<file path="config.mk">
export PLATFORM = sky130hd
export DESIGN_NAME = cat_byte_stream_formatter_core
export DESIGN_NICKNAME = d
export VERILOG_FILES = /design/src/rtl/cbsf_pkg.sv /design/src/rtl/cat_byte_stream_formatter_core.sv /design/src/rtl/cbsf_front.sv /design/src/rtl/cbsf_fifo.sv /design/src/rtl/cbsf_back.sv
export SDC_FILE = /design/constraint.sdc
export NUM_CORES = 1
export LEC_CHECK = 0
export BUFFER_PORTS_ARGS = -buffer_cell sky130_fd_sc_hd__buf_2
export CAP_MARGIN = 40
export CORE_ASPECT_RATIO = 2
export CORE_MARGIN = 4
export CORE_UTILIZATION = 35
export CTS_CLUSTER_DIAMETER = 50
export CTS_CLUSTER_SIZE = 20
export DETAILED_ROUTE_END_ITERATION = 16
export PLACE_DENSITY = 0.52
export SYNTH_ARGS = -nofsm -noshare
export SYNTH_HDL_FRONTEND = slang
export SYNTH_SLANG_ARGS = --single-unit
</file>
<file path="constraint.sdc">
create_clock -name clk -period 3.15 [get_ports clk]
set_input_delay 0.1575 -clock clk [delete_from_list [all_inputs] [get_ports clk]]
set_output_delay 0.1575 -clock clk [all_outputs]
set_load 0.1 [all_outputs]
</file>
<file path="src/rtl/cbsf_pkg.sv">
package cbsf_pkg;

  // Width of the line number field in decimal columns.
  localparam int NUMBER_DIGITS = 6;
  localparam int COUNT_W       = 4 * NUMBER_DIGITS;
  localparam int DIG_W         = (NUMBER_DIGITS > 1) ? $clog2(NUMBER_DIGITS) : 1;

  // Command queue between the front and back ends.
  localparam int FIFO_DEPTH = 4;
  localparam int PTR_W      = $clog2(FIFO_DEPTH);
  localparam int CNT_W      = $clog2(FIFO_DEPTH + 1);

  // Configuration port.
  localparam int CFG_IDX_W = 3;
  localparam int CFG_DAT_W = 1;

  localparam logic [CFG_IDX_W-1:0] CFG_NUMBER_ALL       = 3'd0;
  localparam logic [CFG_IDX_W-1:0] CFG_NUMBER_NONBLANK  = 3'd1;
  localparam logic [CFG_IDX_W-1:0] CFG_SQUEEZE_BLANK    = 3'd2;
  localparam logic [CFG_IDX_W-1:0] CFG_SHOW_ENDS        = 3'd3;
  localparam logic [CFG_IDX_W-1:0] CFG_SHOW_TABS        = 3'd4;
  localparam logic [CFG_IDX_W-1:0] CFG_SHOW_NONPRINTING = 3'd5;

  // Emission phases of one command: the digits, most significant first,
  // then the tab, the dollar, the caret and the data byte.
  localparam int PH_W = $clog2(NUMBER_DIGITS + 4);

  localparam logic [PH_W-1:0] PH_FIRST_DIGIT = '0;
  localparam logic [PH_W-1:0] PH_LAST_DIGIT  = PH_W'(NUMBER_DIGITS - 1);
  localparam logic [PH_W-1:0] PH_TAB         = PH_W'(NUMBER_DIGITS);
  localparam logic [PH_W-1:0] PH_DOLLAR      = PH_W'(NUMBER_DIGITS + 1);
  localparam logic [PH_W-1:0] PH_CARET       = PH_W'(NUMBER_DIGITS + 2);
  localparam logic [PH_W-1:0] PH_DATA        = PH_W'(NUMBER_DIGITS + 3);

  // Character codes.
  localparam logic [7:0] CH_TAB    = 8'h09;
  localparam logic [7:0] CH_NL     = 8'h0A;
  localparam logic [7:0] CH_SPACE  = 8'h20;
  localparam logic [7:0] CH_DOLLAR = 8'h24;
  localparam logic [7:0] CH_ZERO   = 8'h30;
  localparam logic [7:0] CH_QUEST  = 8'h3F;
  localparam logic [7:0] CH_AT     = 8'h40;
  localparam logic [7:0] CH_I      = 8'h49;
  localparam logic [7:0] CH_CARET  = 8'h5E;
  localparam logic [7:0] CH_CTRL_MAX = 8'd31;
  localparam logic [7:0] CH_DEL    = 8'd127;

  // One formatted item as handed from the front end to the back end.
  typedef struct packed {
    logic               put_number;  // line number and tab come first
    logic [COUNT_W-1:0] count;       // BCD line number to print
    logic               put_dollar;  // dollar before the data byte
    logic               put_caret;   // caret before the data byte
    logic [7:0]         data;        // final byte of the run
  } cmd_t;

endpackage

</file>
<file path="src/rtl/cat_byte_stream_formatter_core.sv">
// Byte stream formatter in the manner of the unix cat filter.
// Input channel: one text byte per transfer (in_byte) with in_new_file set
// on the first byte of each file; a transfer happens when in_valid is high
// and in_stall is low. Output channel: one formatted byte per transfer,
// with out_last_of_run marking the final byte produced for an input byte.
// Six configuration bits are written through cfg_we/cfg_index/cfg_wdata;
// the user must write them only while the block is idle, which the block
// does not enforce; unknown indexes are ignored. An accepted input is
// written into the command queue, and the back end loads its output bytes
// from the queue head into the output register. Throughput: one output byte
// per cycle from the back end while the receiver does not stall, so a byte
// that formats to a single output byte sustains one input per cycle; line
// numbers add six digits and a tab, a dollar or a caret one byte each.
// The input stalls only while the four-entry command queue is full.
// A dropped repeated blank line takes an input transfer and yields nothing.
// Reset (synchronous, rst_n low) clears all options, sets the line number
// to one, marks the start of a line and empties the queue and output.
// When the receiver stalls, the output register holds its byte, the back
// end stops, and the queue fills before in_stall is raised.
module cat_byte_stream_formatter_core (
  input  logic                           clk,
  input  logic                           rst_n,
  input  logic                           cfg_we,
  input  logic [cbsf_pkg::CFG_IDX_W-1:0] cfg_index,
  input  logic [cbsf_pkg::CFG_DAT_W-1:0] cfg_wdata,
  input  logic                           in_valid,
  output logic                           in_stall,
  input  logic [7:0]                     in_byte,
  input  logic                           in_new_file,
  output logic                           out_valid,
  input  logic                           out_stall,
  output logic [7:0]                     out_byte,
  output logic                           out_last_of_run
);
  import cbsf_pkg::*;

  // Front end to queue.
  logic push;
  cmd_t push_cmd;
  logic fifo_full;

  // Queue to back end.
  cmd_t head_cmd;
  logic fifo_empty;
  logic pop;

  // The front end holds the options and the line state, decides whether a
  // byte is dropped and turns each kept byte into one command.
  cbsf_front u_front (
    .clk         (clk),
    .rst_n       (rst_n),
    .cfg_we      (cfg_we),
    .cfg_index   (cfg_index),
    .cfg_wdata   (cfg_wdata),
    .in_valid    (in_valid),
    .in_stall    (in_stall),
    .in_byte     (in_byte),
    .in_new_file (in_new_file),
    .fifo_full   (fifo_full),
    .push        (push),
    .push_cmd    (push_cmd)
  );

  // A short queue lets the front end run ahead while the back end spells
  // out a line number or an escape.
  cbsf_fifo u_fifo (
    .clk      (clk),
    .rst_n    (rst_n),
    .push     (push),
    .push_cmd (push_cmd),
    .pop      (pop),
    .head_cmd (head_cmd),
    .full     (fifo_full),
    .empty    (fifo_empty)
  );

  // The back end steps through the phases of the head command, one output
  // byte per cycle while out_stall allows, into a registered output stage.
  cbsf_back u_back (
    .clk             (clk),
    .rst_n           (rst_n),
    .head_cmd        (head_cmd),
    .empty           (fifo_empty),
    .pop             (pop),
    .out_valid       (out_valid),
    .out_stall       (out_stall),
    .out_byte        (out_byte),
    .out_last_of_run (out_last_of_run)
  );

endmodule

</file>
<file path="src/rtl/cbsf_front.sv">
module cbsf_front (
  input  logic                            clk,
  input  logic                            rst_n,
  input  logic                            cfg_we,
  input  logic [cbsf_pkg::CFG_IDX_W-1:0]  cfg_index,
  input  logic [cbsf_pkg::CFG_DAT_W-1:0]  cfg_wdata,
  input  logic                            in_valid,
  output logic                            in_stall,
  input  logic [7:0]                      in_byte,
  input  logic                            in_new_file,
  input  logic                            fifo_full,
  output logic                            push,
  output cbsf_pkg::cmd_t                  push_cmd
);
  import cbsf_pkg::*;

  localparam logic [COUNT_W-1:0] ALL_NINES = {NUMBER_DIGITS{4'h9}};

  logic number_all_r, number_nonblank_r, squeeze_blank_r;
  logic show_ends_r, show_tabs_r, show_nonprinting_r;

  logic [COUNT_W-1:0] count_r, count_nxt, count_inc;
  logic               at_ls_r, at_ls_nxt;
  logic               blank_r, blank_nxt;

  logic accept, is_nl, piece, blank_eff, drop, do_num, is_ctrl, carry;

  // Configuration registers.
  always_ff @(posedge clk) begin
    if (!rst_n) begin
      number_all_r       <= 1'b0;
      number_nonblank_r  <= 1'b0;
      squeeze_blank_r    <= 1'b0;
      show_ends_r        <= 1'b0;
      show_tabs_r        <= 1'b0;
      show_nonprinting_r <= 1'b0;
    end else if (cfg_we) begin
      unique case (cfg_index)
        CFG_NUMBER_ALL:       number_all_r       <= cfg_wdata[0];
        CFG_NUMBER_NONBLANK:  number_nonblank_r  <= cfg_wdata[0];
        CFG_SQUEEZE_BLANK:    squeeze_blank_r    <= cfg_wdata[0];
        CFG_SHOW_ENDS:        show_ends_r        <= cfg_wdata[0];
        CFG_SHOW_TABS:        show_tabs_r        <= cfg_wdata[0];
        CFG_SHOW_NONPRINTING: show_nonprinting_r <= cfg_wdata[0];
        default: ;
      endcase
    end
  end

  // Saturating BCD increment, one digit position per step.
  always_comb begin
    count_inc = count_r;
    carry     = 1'b1;
    for (int i = 0; i < NUMBER_DIGITS; i++) begin
      if (carry) begin
        if (count_r[4*i +: 4] == 4'h9) begin
          count_inc[4*i +: 4] = 4'h0;
        end else begin
          count_inc[4*i +: 4] = count_r[4*i +: 4] + 4'h1;
          carry = 1'b0;
        end
      end
    end
    if (count_r == ALL_NINES) begin
      count_inc = count_r;
    end
  end

  always_comb begin
    in_stall  = fifo_full;
    accept    = in_valid && !in_stall;
    is_nl     = (in_byte == CH_NL);
    piece     = at_ls_r || in_new_file;
    blank_eff = in_new_file ? 1'b0 : blank_r;
    drop      = piece && squeeze_blank_r && is_nl && blank_eff;
    do_num    = at_ls_r && ((number_nonblank_r && !is_nl) ||
                            (number_all_r && !number_nonblank_r));
    is_ctrl   = ((in_byte <= CH_CTRL_MAX) && (in_byte != CH_TAB) && (in_byte != CH_NL)) ||
                (in_byte == CH_DEL);

    blank_nxt = blank_r;
    count_nxt = count_r;
    at_ls_nxt = at_ls_r;
    if (accept) begin
      blank_nxt = piece ? (squeeze_blank_r && is_nl) : blank_r;
      if (!drop) begin
        at_ls_nxt = is_nl;
        if (do_num) begin
          count_nxt = count_inc;
        end
      end
    end

    push                = accept && !drop;
    push_cmd.put_number = do_num;
    push_cmd.count      = count_r;
    push_cmd.put_dollar = show_ends_r && is_nl;
    if (show_tabs_r && (in_byte == CH_TAB)) begin
      push_cmd.put_caret = 1'b1;
      push_cmd.data      = CH_I;
    end else if (show_nonprinting_r && is_ctrl) begin
      push_cmd.put_caret = 1'b1;
      push_cmd.data      = (in_byte == CH_DEL) ? CH_QUEST : (CH_AT + in_byte);
    end else begin
      push_cmd.put_caret = 1'b0;
      push_cmd.data      = in_byte;
    end
  end

  always_ff @(posedge clk) begin
    if (!rst_n) begin
      count_r <= COUNT_W'(1);
      at_ls_r <= 1'b1;
      blank_r <= 1'b0;
    end else begin
      count_r <= count_nxt;
      at_ls_r <= at_ls_nxt;
      blank_r <= blank_nxt;
    end
  end

endmodule

</file>
<file path="src/rtl/cbsf_fifo.sv">
module cbsf_fifo (
  input  logic           clk,
  input  logic           rst_n,
  input  logic           push,
  input  cbsf_pkg::cmd_t push_cmd,
  input  logic           pop,
  output cbsf_pkg::cmd_t head_cmd,
  output logic           full,
  output logic           empty
);
  import cbsf_pkg::*;

  cmd_t             slot_r [FIFO_DEPTH];
  logic [PTR_W-1:0] wr_ptr_r, rd_ptr_r;
  logic [CNT_W-1:0] fill_r, fill_nxt;

  always_comb begin
    full     = (fill_r == CNT_W'(FIFO_DEPTH));
    empty    = (fill_r == '0);
    head_cmd = slot_r[rd_ptr_r];
    fill_nxt = fill_r + CNT_W'(push) - CNT_W'(pop);
  end

  always_ff @(posedge clk) begin
    if (push) begin
      slot_r[wr_ptr_r] <= push_cmd;
    end
  end

  always_ff @(posedge clk) begin
    if (!rst_n) begin
      wr_ptr_r <= '0;
      rd_ptr_r <= '0;
      fill_r   <= '0;
    end else begin
      if (push) begin
        wr_ptr_r <= wr_ptr_r + PTR_W'(1);
      end
      if (pop) begin
        rd_ptr_r <= rd_ptr_r + PTR_W'(1);
      end
      fill_r <= fill_nxt;
    end
  end

endmodule

</file>
<file path="src/rtl/cbsf_back.sv">
module cbsf_back (
  input  logic           clk,
  input  logic           rst_n,
  input  cbsf_pkg::cmd_t head_cmd,
  input  logic           empty,
  output logic           pop,
  output logic           out_valid,
  input  logic           out_stall,
  output logic [7:0]     out_byte,
  output logic           out_last_of_run
);
  import cbsf_pkg::*;

  logic            busy_r, busy_nxt;
  logic [PH_W-1:0] phase_r, phase_nxt;
  logic [PH_W-1:0] ph_start, ph_cur, ph_next;
  logic            out_valid_r, out_valid_nxt;
  logic [7:0]      out_byte_r, byte_sel;
  logic            out_last_r, last_sel;
  logic            emit;
  logic [7:0]      digit_char [NUMBER_DIGITS];

  // Character for each digit column; leading zeros print as spaces.
  always_comb begin
    for (int p = 0; p < NUMBER_DIGITS; p++) begin
      if ((p != NUMBER_DIGITS - 1) &&
          ((head_cmd.count >> (4 * (NUMBER_DIGITS - 1 - p))) == '0)) begin
        digit_char[p] = CH_SPACE;
      end else begin
        digit_char[p] = CH_ZERO + {4'h0, head_cmd.count[4*(NUMBER_DIGITS-1-p) +: 4]};
      end
    end
  end

  always_comb begin
    priority if (head_cmd.put_number) ph_start = PH_FIRST_DIGIT;
    else if (head_cmd.put_dollar)     ph_start = PH_DOLLAR;
    else if (head_cmd.put_caret)      ph_start = PH_CARET;
    else                              ph_start = PH_DATA;

    ph_cur = busy_r ? phase_r : ph_start;

    priority if (ph_cur < PH_LAST_DIGIT) ph_next = ph_cur + PH_W'(1);
    else if (ph_cur == PH_LAST_DIGIT)    ph_next = PH_TAB;
    else if ((ph_cur == PH_TAB) && head_cmd.put_dollar) ph_next = PH_DOLLAR;
    else if ((ph_cur != PH_CARET) && head_cmd.put_caret) ph_next = PH_CARET;
    else                                 ph_next = PH_DATA;

    priority if (ph_cur <= PH_LAST_DIGIT) byte_sel = digit_char[ph_cur[DIG_W-1:0]];
    else if (ph_cur == PH_TAB)            byte_sel = CH_TAB;
    else if (ph_cur == PH_DOLLAR)         byte_sel = CH_DOLLAR;
    else if (ph_cur == PH_CARET)          byte_sel = CH_CARET;
    else                                  byte_sel = head_cmd.data;

    last_sel = (ph_cur == PH_DATA);
    emit     = !empty && (!out_valid_r || !out_stall);
    pop      = emit && last_sel;

    busy_nxt  = busy_r;
    phase_nxt = phase_r;
    if (emit) begin
      busy_nxt  = !last_sel;
      phase_nxt = ph_next;
    end

    if (emit) begin
      out_valid_nxt = 1'b1;
    end else if (!out_stall) begin
      out_valid_nxt = 1'b0;
    end else begin
      out_valid_nxt = out_valid_r;
    end
  end

  always_ff @(posedge clk) begin
    if (emit) begin
      out_byte_r <= byte_sel;
      out_last_r <= last_sel;
    end
  end

  always_ff @(posedge clk) begin
    if (!rst_n) begin
      busy_r      <= 1'b0;
      phase_r     <= PH_FIRST_DIGIT;
      out_valid_r <= 1'b0;
    end else begin
      busy_r      <= busy_nxt;
      phase_r     <= phase_nxt;
      out_valid_r <= out_valid_nxt;
    end
  end

  assign out_valid       = out_valid_r;
  assign out_byte        = out_byte_r;
  assign out_last_of_run = out_last_r;

endmodule
</file>
[Word level (Yosys, flattened, before mapping)]
Memory sizes are Yosys's and may differ from the RTL's. A register that Yosys moved wholly into a read port is not among the register bits.
Index checks and enable logic that the tools add are counted.
Storage, ports and cells
  bits in registers: 54
  bits in writable memories: 140
  input port bits: 18
  output and inout bits: 11
  memories: 1
Cells by class
  add/sub/neg operators: 18
  $lt $le $gt $ge: 4
  eq/ne operators: 25
  mux-type cells: 45
  bitwise operators: 3
  reductions and logical operators: 51
Memory list
  u_fifo.slot_r: depth 4, bits a word 35, read ports 1, clocked after memory_dff 1, wr ports 1, RTL line cbsf_fifo.sv:13  | cmd_t slot_r [FIFO_DEPTH];
Operators with widths (count)
  $logic_not A24 Y1: 5
  $mux W8: 10
  $mux W4: 12
  $add A6 B4 Y7 const A: 6
  $eq A4 B4 Y1 const B: 8
  $add A4 B1 Y4 const B: 7
  $reduce_and A5 Y1: 5
  $bmux W8 S3: 1
  $eq A24 B24 Y1 const B: 1
  $logic_and A1 B1 Y1: 18
  $mux W9: 2
  $eq A8 B4 Y1 const B: 2
  $mux W1: 16
  $ne A8 B4 Y1 const B: 2
  $reduce_and A2 Y1: 8
  $mux W7: 2
  $eq A4 B3 Y1 const B: 3
  $eq A3 B3 Y1 const B: 3
  $add A7 B8 Y8 const A: 1
  $eq A8 B7 Y1 const B: 1
  $le A8 B5 Y1 const B: 1
  $logic_not A1 Y1: 8
  $eq A3 B2 Y1 const B: 2
  $logic_not A3 Y1: 2
  other kinds (14): 20

[Logic depth before layout (Yosys ltp)]
Gate-level depths: netlist of the first run.
  depth in word-level cells: 10
  gate-level depth with buffers: 17
  gate-level depth less buffers: 16

[By module]
From an unflattened synthesis of the first run, not the netlist that was laid out.
Unflattened totals
  cells, all modules: 582
  area total of the unflattened synthesis: 8645.8 µm²
By module, submodules not included
  cbsf_fifo: instances 1, cells each 226, area each 5545.3 µm², sequential area each 4384.2 µm²
  cbsf_front: instances 1, cells each 231, area each 1940.6 µm², sequential area each 640.6 µm²
  cbsf_back: instances 1, cells each 125, area each 1159.9 µm², sequential area each 390.4 µm²

[Least setup slack after synthesis of the first run]
Ideal clock, no wire load.
  kind: register to register
  from: register u_fifo.fill_r[1]
  to: register u_fifo.fill_r[2]
  arrival time: 4.313 ns
  required time: 3.022 ns
  setup slack: -1.290 ns
  cell stages (with the launch flop): 13
  clock period less this slack: 4.440 ns
  cells stage by stage: dfxtp_1 > nor3b_1 > nand2b_1 > a21oi_1 > inv_1 > ha_1 > inv_1 > ha_1 > inv_1 > fa_1 > xor2_1 > xnor2_1 > nor2_1
Between the ends
  cells in the longest elaborated chain, start to end: 6
  elaborated cells between the ends (all ways): 10
  those cells by class: add/sub (2); eq/ne (1); reduce/logical (7)
RTL lines
  from (decl): RTL line cbsf_fifo.sv:15  | logic [CNT_W-1:0] fill_r, fill_nxt;
  from (signal assigned): RTL line cbsf_fifo.sv:42  | fill_r <= fill_nxt;
  $eq A3 B3 Y1: RTL line cbsf_fifo.sv:18  | full = (fill_r == CNT_W'(FIFO_DEPTH));
  net in_stall: RTL line cat_byte_stream_formatter_core.sv:27  | output logic in_stall,
  $logic_not A1 Y1: RTL line cbsf_front.sv:71  | accept = in_valid && !in_stall;
  $logic_and A1 B1 Y1: RTL line cbsf_front.sv:71
  $logic_and A1 B1 Y1: RTL line cbsf_front.sv:94  | push = accept && !drop;
  $add A3 B1 Y3: RTL line cbsf_fifo.sv:21  | fill_nxt = fill_r + CNT_W'(push) - CNT_W'(pop);
  $sub A3 B1 Y3: RTL line cbsf_fifo.sv:21
The timed path passes the listed nets, and every way through them passes these cells.
A chain may end at the register's enable or synchronous reset.

==> qor.txt, run 1 <==
status: completed
area of the die: 0.0269 sq mm
Worst Hold Path Cells: 1
largest net degree at the start of global routing: 36
switching pwr: 2.58 mW
Die Ht: 228 um
H-tree depth: 4
CP endpoint kind: flip-flop
r2r setup slk: 0.19 ns
clock-pin slew on the worst setup and hold paths: 0.07 ns
critical path arrival: 3.26 ns
Starting Density: 35.5%
Reg power frac: 42.7%
vias in the first global route: 5314
cell area after layout: 0.00971 sq mm
total wire length: 18300 um
vias per inst: 5.33
CP max stage delay: 0.39 ns
TritonCTS clock tree: built
DRC violation count after routing: 0
number of buffers added on ports: 28
Slew HR: 56.0%
Mapped Nets: 614
gate count after technology mapping: 581
Num CTS Buffers: 17
vias: 4966
antenna cell count: 0
final setup vio count: 0
fin nets: 664
internal power: 5.02 mW
Synth Cell Area: 0.00847 sq mm
number of synthesized register bits: 196
Die Span X: 118 um
share of layout cells above drive strength 1: 21.1%
kind of critical path: reg2reg
RSZ-0062 raised after global routing: no
global-route wire length before repair: 29100 um
clk_skew: 0.00761 ns
maximum clock frequency: 338 MHz
Logic pwr share: 29.8%
final period utilization: 93.9%
WL per Instance: 19.7 um
yosys synthesis warning count: 0
Leakage: 3.30 nW
Hold Slack: 0.0297 ns
GRT overflow: 0
Hold WC Path Type: in2reg
post-synthesis sequential area ratio: 63.9%
CP startpoint kind: flip-flop
DR iter-0 viols: 287
min-delay src: in_byte[2]
final hold vios: 0
Least-Margin Pin Slew: 0.654 ns
clk sinks: 196
routability cong.: 0.876
largest area contributor in the netlist: edfxtp_1
main flop type after synthesis: edfxtp_1
synthesized area per cell: 14.6 sq um
worst path cell trace: buf_6 -> mux4_2 -> nor2b_4 -> o21ai_4 -> ha_1 -> nand3_1 -> inv_1 -> ha_1 -> inv_1 -> ha_1 -> inv_1 -> fa_1 -> xor2_1 -> xnor2_1 -> nor2_1
fraction of registers with async set/reset: 0%
R2R cell count: 15
Max-Cap Viols: 0
pwr dens: 783 mW/mm^2
detailed placement HPWL: 12500 um
post-synth top area share: 52.8%
num rows: 80
Final min period: 2.96 ns
area of placed instances: 0.00904 sq mm
Post-synth EDFFs: 149
root buffer cell: clkbuf_16
Post-DRT Antenna Nets: 0
antenna violations before repair: 0
reg-to-reg endpoint: u_fifo.fill_r[2]$_SDFF_PN0_
drt pass-1 iters: 4
Final Core Density: 40.7%
core area: 0.0238 sq mm
worst path required time: 3.45 ns
Tot Pwr: 7.60 mW
setup tns final: 0 ns
maximum root-to-sink buffer count: 2
Layout area overhead: 14.6%
Netlist cell types: 63
Clock Latency Late Sink: 0.43 ns
clock share of power: 27.4%
Critical-path top delay cell: dfxtp_4
CP max FO: 10
hold path endpoint: u_fifo.slot_r[1][2]$_DFFE_PP_
switching share of power: 34.0%
Final Max Tran Viols: 0
maximum VDD drop: 414 uV
ranking of synthesized cells by area: edfxtp_1, dfxtp_1, mux4_2
gr usage total: 14.2%
# IOs: 29
layout by cell type (no fill, tap or decap), types with 5 or more instances in the layout:
| cell type | instances |
|---|---|
| a31oi_1 | 7 |
| inv_1 | 21 |
| dfxtp_1 | 45 |
| nand4_1 | 8 |
| o21ai_0 | 14 |
| mux2i_1 | 21 |
| buf_2 | 28 |
| dlygate4sd3_1 | 5 |
| edfxtp_1 | 149 |
| buf_4 | 21 |
| nor2_1 | 49 |
| and2_1 | 11 |
| a21oi_1 | 17 |
| nand3_1 | 16 |
| clkinv_4 | 5 |
| ha_1 | 14 |
| mux4_2 | 35 |
| xor2_1 | 7 |
| a22oi_1 | 5 |
| nand2_1 | 36 |
| xnor2_1 | 8 |
| clkbuf_16 | 17 |
how the worst max path moves through the flow:
stage | startpoint | end
floorplan | flip-flop | u_fifo.fill_r[2]$_SDFF_PN0_
global placement | flip-flop | u_fifo.fill_r[2]$_SDFF_PN0_
detailed placement | flip-flop | u_fifo.fill_r[2]$_SDFF_PN0_
CTS | flip-flop | u_fifo.fill_r[2]$_SDFF_PN0_
global route | flip-flop | u_fifo.fill_r[2]$_SDFF_PN0_
finish | flip-flop | u_fifo.fill_r[2]$_SDFF_PN0_
sequential cells by signal, indices dropped and copies added, names as in the netlist, named ones only:
signal / cells
u_back.busy_r: 1
u_front.number_all_r: 1
u_front.squeeze_blank_r: 1
u_front.show_tabs_r: 1
u_fifo.rd_ptr_r: 2
u_back.out_last_of_run: 1
u_front.count_r: 24
u_front.at_ls_r: 1
u_back.out_valid: 1
u_back.out_byte: 8
u_back.phase_r: 4
u_front.show_nonprinting_r: 1
u_fifo.fill_r: 3
u_front.show_ends_r: 1
u_front.number_nonblank_r: 1
u_fifo.slot_r: 140
u_front.blank_r: 1
u_fifo.wr_ptr_r: 2
layer usage:
layer / global-route usage [%] / part of all wire (%) / vias up / routed length, um
li1: - / - / 2339 / -
met1: 14.8 / 36 / 2502 / 6580
met2: 26.5 / 58 / 89 / 10600
met3: 2.93 / 2.8 / 36 / 519
met4: 7.01 / 3.5 / 0 / 646
met5: 0 / 0 / - / 0
cells in the mapped netlist, drive strengths merged (8+ instances only):
| master | instances |
|---|---|
| ha | 14 |
| edfxtp | 149 |
| nand3 | 16 |
| o21ai | 16 |
| mux2i | 23 |
| clkbuf | 18 |
| inv | 23 |
| and2 | 11 |
| xnor2 | 8 |
| nand4 | 8 |
| mux4 | 38 |
| a21oi | 17 |
| nor2 | 49 |
| dfxtp | 47 |
| nand2 | 38 |
cell families after synthesis:
group           Yosys count  share of synthesized area (%)
mux                      65                           13.5
flops                   196                           63.9
simple gates            168                           10.4
xor+xnor                 15                           1.55
buf+inv                  49                           2.45
compound gates           73                           5.87
fa+ha+maj                15                           2.30
layout make-up:
cell class / count / area (sq um)
flip-flops and latches: 196 / 5420
multi-input cells: 336 / 2880
clock inverters: 15 / 148
fillers: 2236 / 14100
clock buffers: 17 / 425
repair buffers: 56 / 379
inverters: 24 / 92.6
well taps: 287 / 359
per-stage QoR:
step | setup slack, ns | cells
5_1_grt | 0.00678 | 931
3_5_place_dp | 0.0252 | 893
2_1_floorplan | 0.0443 | 581
3_3_place_gp | 0.0947 | 893
4_1_cts | 0.0182 | 930
6_report | 0.192 | 931
power by group through the flow:
stage	logic, mW	registers, mW	clock network (mW)
5_1_grt	2.45	3.28	2.25
4_1_cts	2.28	3.25	2.15
2_1_floorplan	1.19	3.76	0
3_5_place_dp	2.27	3.30	0
3_3_place_gp	2.24	3.29	0
6_report	2.27	3.25	2.09
worst max-delay path: cells and delay by family, from the launching register on:
| family | cells | cell delay [ns] |
|---|---|---|
| AO/OA/AOI/OAI | 1 | 0.06 |
| flip-flops | 1 | 0.39 |
| XOR/XNOR | 2 | 0.32 |
| buffers and inverters | 4 | 0.36 |
| adder cells (fa/ha/maj) | 4 | 0.97 |
| AND/OR/NAND/NOR | 3 | 0.35 |
| multiplexers | 1 | 0.39 |
what timing repair did:
item / CTS / global route
setup endpoints to repair: 0 / 1
gates resized for setup: 0 / 10
hold endpoints to repair: 17 / 0
buffers inserted: 0 / 1
hold buffers: 5 / 0
(Power assumes the default switching activity.)
==> inputs of run 2 (changes only) <==
--- a/config.mk
+++ b/config.mk
@@ -6,7 +6,7 @@
 export NUM_CORES = 1
 export LEC_CHECK = 0
 export BUFFER_PORTS_ARGS = -buffer_cell sky130_fd_sc_hd__buf_2
-export CAP_MARGIN = 40
+export CAP_MARGIN = 30
 export CORE_ASPECT_RATIO = 2
 export CORE_MARGIN = 4
 export CORE_UTILIZATION = 35
@@ -16,4 +16,5 @@
 export PLACE_DENSITY = 0.52
 export SYNTH_ARGS = -nofsm -noshare
 export SYNTH_HDL_FRONTEND = slang
+export SYNTH_HIERARCHICAL = 1
 export SYNTH_SLANG_ARGS = --single-unit
==> qor.txt, run 2 <==
maximum clock frequency: 336 MHz
vias: 5011
area of the die: 0.0274 sq mm
number of synthesized register bits: 196
R2R cell count: 10
worst path required time: 3.48 ns
GRT overflow: 0
max reg flops: 140
top-count cell post-synth: edfxtp_1
H-tree depth: 4
WL per Instance: 19.6 um
fin worst setup slack: 0.171 ns
global-route wire length before repair: 30100 um
routability cong.: 0.859
TritonCTS clock tree: built
CP bufs+invs: 1
Max-Cap Viols: 0
Hold WC Path Type: in2reg
reg-to-reg endpoint: u_fifo/fill_r[1]$_SDFF_PN0_
FILL cells: 2264
largest area contributor in the netlist: edfxtp_1
most frequent cells after synthesis: edfxtp_1, dfxtp_1, nand2_1, nor2_1, mux4_2
CP endpoint kind: flip-flop
post-synthesis sequential area ratio: 62.6%
antenna violations before repair: 1
hold path endpoint: u_fifo/slot_r[0][1]$_DFFE_PP_
final setup vio count: 0
pwr dens: 756 mW/mm^2
Starting Density: 35.4%
core area: 0.0244 sq mm
gate count after technology mapping: 582
largest net degree at the start of global routing: 36
maximum root-to-sink buffer count: 2
largest reg by FF count: u_fifo/slot_r
Clock Latency Late Sink: 0.44 ns
pre-CTS setup slack: 0.131 ns
vias in the first global route: 5333
fraction of registers with async set/reset: 0%
critical path arrival: 3.31 ns
synthesized area per cell: 14.9 sq um
Least-Margin Pin Slew: 0.622 ns
Leakage: 3.21 nW
kind of critical path: reg2reg
Final min period: 2.98 ns
Die Ht: 230 um
Worst path most repeated cell: ha_1
fin nets: 652
most common cell after layout, fill and taps aside: edfxtp_1
CP max stage delay: 0.59 ns
CP max FO: 6
delay-heaviest family, CP: simple AND/OR/NAND/NOR gates
status: completed
final period utilization: 94.6%
most frequent cells in the layout: edfxtp_1, dfxtp_1, nand2_1
Post-DRT Antenna Nets: 0
Worst Hold Path Cells: 1
root buffer cell: clkbuf_16
antenna cell count: 0
Mapped Nets: 610
# IOs: 29
maximum VDD drop: 426 uV
Netlist cell types: 89
detailed placement HPWL: 13200 um
main flop type after synthesis: edfxtp_1
yosys synthesis warning count: 6
Die Span X: 119 um
total wire length: 19000 um
r2r setup slk: 0.17 ns
Critical-path top delay cell: mux4_2
DRC violation count after routing: 0
Synth Cell Area: 0.00865 sq mm
vias per inst: 5.17
RSZ-0062 raised after global routing: no
# Post-CTS Setup Buffers: 0
number of buffers added on ports: 28
num rows: 81
Post-synth EDFFs: 149
Final Max Tran Viols: 0
gr usage total: 14.5%
worst path cell trace: mux4_2 -> or3b_4 -> nand2_2 -> nor4b_2 -> and2_4 -> ha_1 -> inv_1 -> ha_1 -> fa_1 -> and2_1
clk_skew: 0.00665 ns
clock-pin slew on the worst setup and hold paths: 0.07 ns
final hold vios: 0
ranking of synthesized cells by area: edfxtp_1, dfxtp_1, mux4_2
min-delay src: in_byte[1]
drt pass-1 iters: 5
Num CTS Buffers: 17
share of layout cells above drive strength 1: 21.0%
post-synth top area share: 51.8%
Layout area overhead: 13.3%
clk sinks: 196
Slew HR: 58.2%
DR iter-0 viols: 287
CP startpoint kind: flip-flop
setup tns final: 0 ns
[run 2: worst max-delay path by stage]
stage	cells past startpoint	start	end	slack, ns
4_1_cts	11	flip-flop	u_fifo/fill_r[2]$_SDFF_PN0_	0.13
6_report	10	flip-flop	u_fifo/fill_r[1]$_SDFF_PN0_	0.17
5_1_grt	10	flip-flop	u_fifo/fill_r[1]$_SDFF_PN0_	0.02
3_3_place_gp	11	flip-flop	u_fifo/fill_r[2]$_SDFF_PN0_	0.19
3_5_place_dp	11	flip-flop	u_fifo/fill_r[2]$_SDFF_PN0_	0.13
2_1_floorplan	14	flip-flop	u_fifo/fill_r[2]$_SDFF_PN0_	0.007
[run 2: where the power goes]
group	total (mW)	switching (mW)	internal, mW
registers	3.27	0.143	3.13
logic	2.06	1.39	0.675
clock network	2.07	0.963	1.11
total	7.40	2.49	4.91
[run 2: metrics by stage]
stage | total power [mW] | std cells | cell area (sq um) | hold WS [ns] | utilization [%]
floorplan | 4.91 | 582 | 8660 | 0.279 | -
global placement | 5.37 | 932 | 9190 | 0.388 | 37.6
detailed placement | 5.40 | 932 | 9190 | 0.400 | 37.6
CTS | 7.48 | 969 | 9800 | 0.0122 | 40.1
global route | 7.75 | 969 | 9790 | 0.0280 | 40.1
finish | 7.40 | 969 | 9790 | 0.0336 | 40.1
[run 2: kinds of logic (layout without fill, tap and decap cells)]
group	after synthesis	count (layout)	synth area share [%]
compound gates	92	92	7.71
xor+xnor	7	7	0.883
fa+ha+maj	10	10	1.53
buf+inv	45	100	3.17
flops	196	196	62.6
mux	59	59	12.1
simple gates	173	173	11.9
[run 2: repair_timing]
item,CTS,global route
hold buffers,5,0
setup endpoints to repair,0,1
resized for setup,0,1
hold endpoints to repair,17,0
[run 2: worst reg2reg max path: stages (launching register included)]
cell and delay [ns]:
dfxtp_2 0.40, mux4_2 0.59, or3b_4 0.29, nand2_2 0.06, nor4b_2 0.32, and2_4 0.22, ha_1 0.23, inv_1 0.06
ha_1 0.15, fa_1 0.40, and2_1 0.16
[run 2: area by class of cell]
cell class | instances | area [sq um] | share of cell area, %
clock buffer | 20 | 437 | 4.46
clock inverter | 12 | 123 | 1.25
inverter | 17 | 63.8 | 0.652
sequential | 196 | 5420 | 55.3
tap | 332 | 415 | 4.24
multi-input combinational | 341 | 2960 | 30.3
timing repair buffer | 51 | 375 | 3.83
[run 2: per-layer routing]
layer / wire length, um / vias to the layer above / GRT usage, % / part of all wire [%]
met5: 7 / - / 0 / 0.037
met4: 444 / 2 / 5.44 / 2.3
met3: 462 / 24 / 3.17 / 2.4
met2: 11100 / 67 / 28.4 / 59
met1: 6910 / 2558 / 14.5 / 36
li1: - / 2360 / - / -
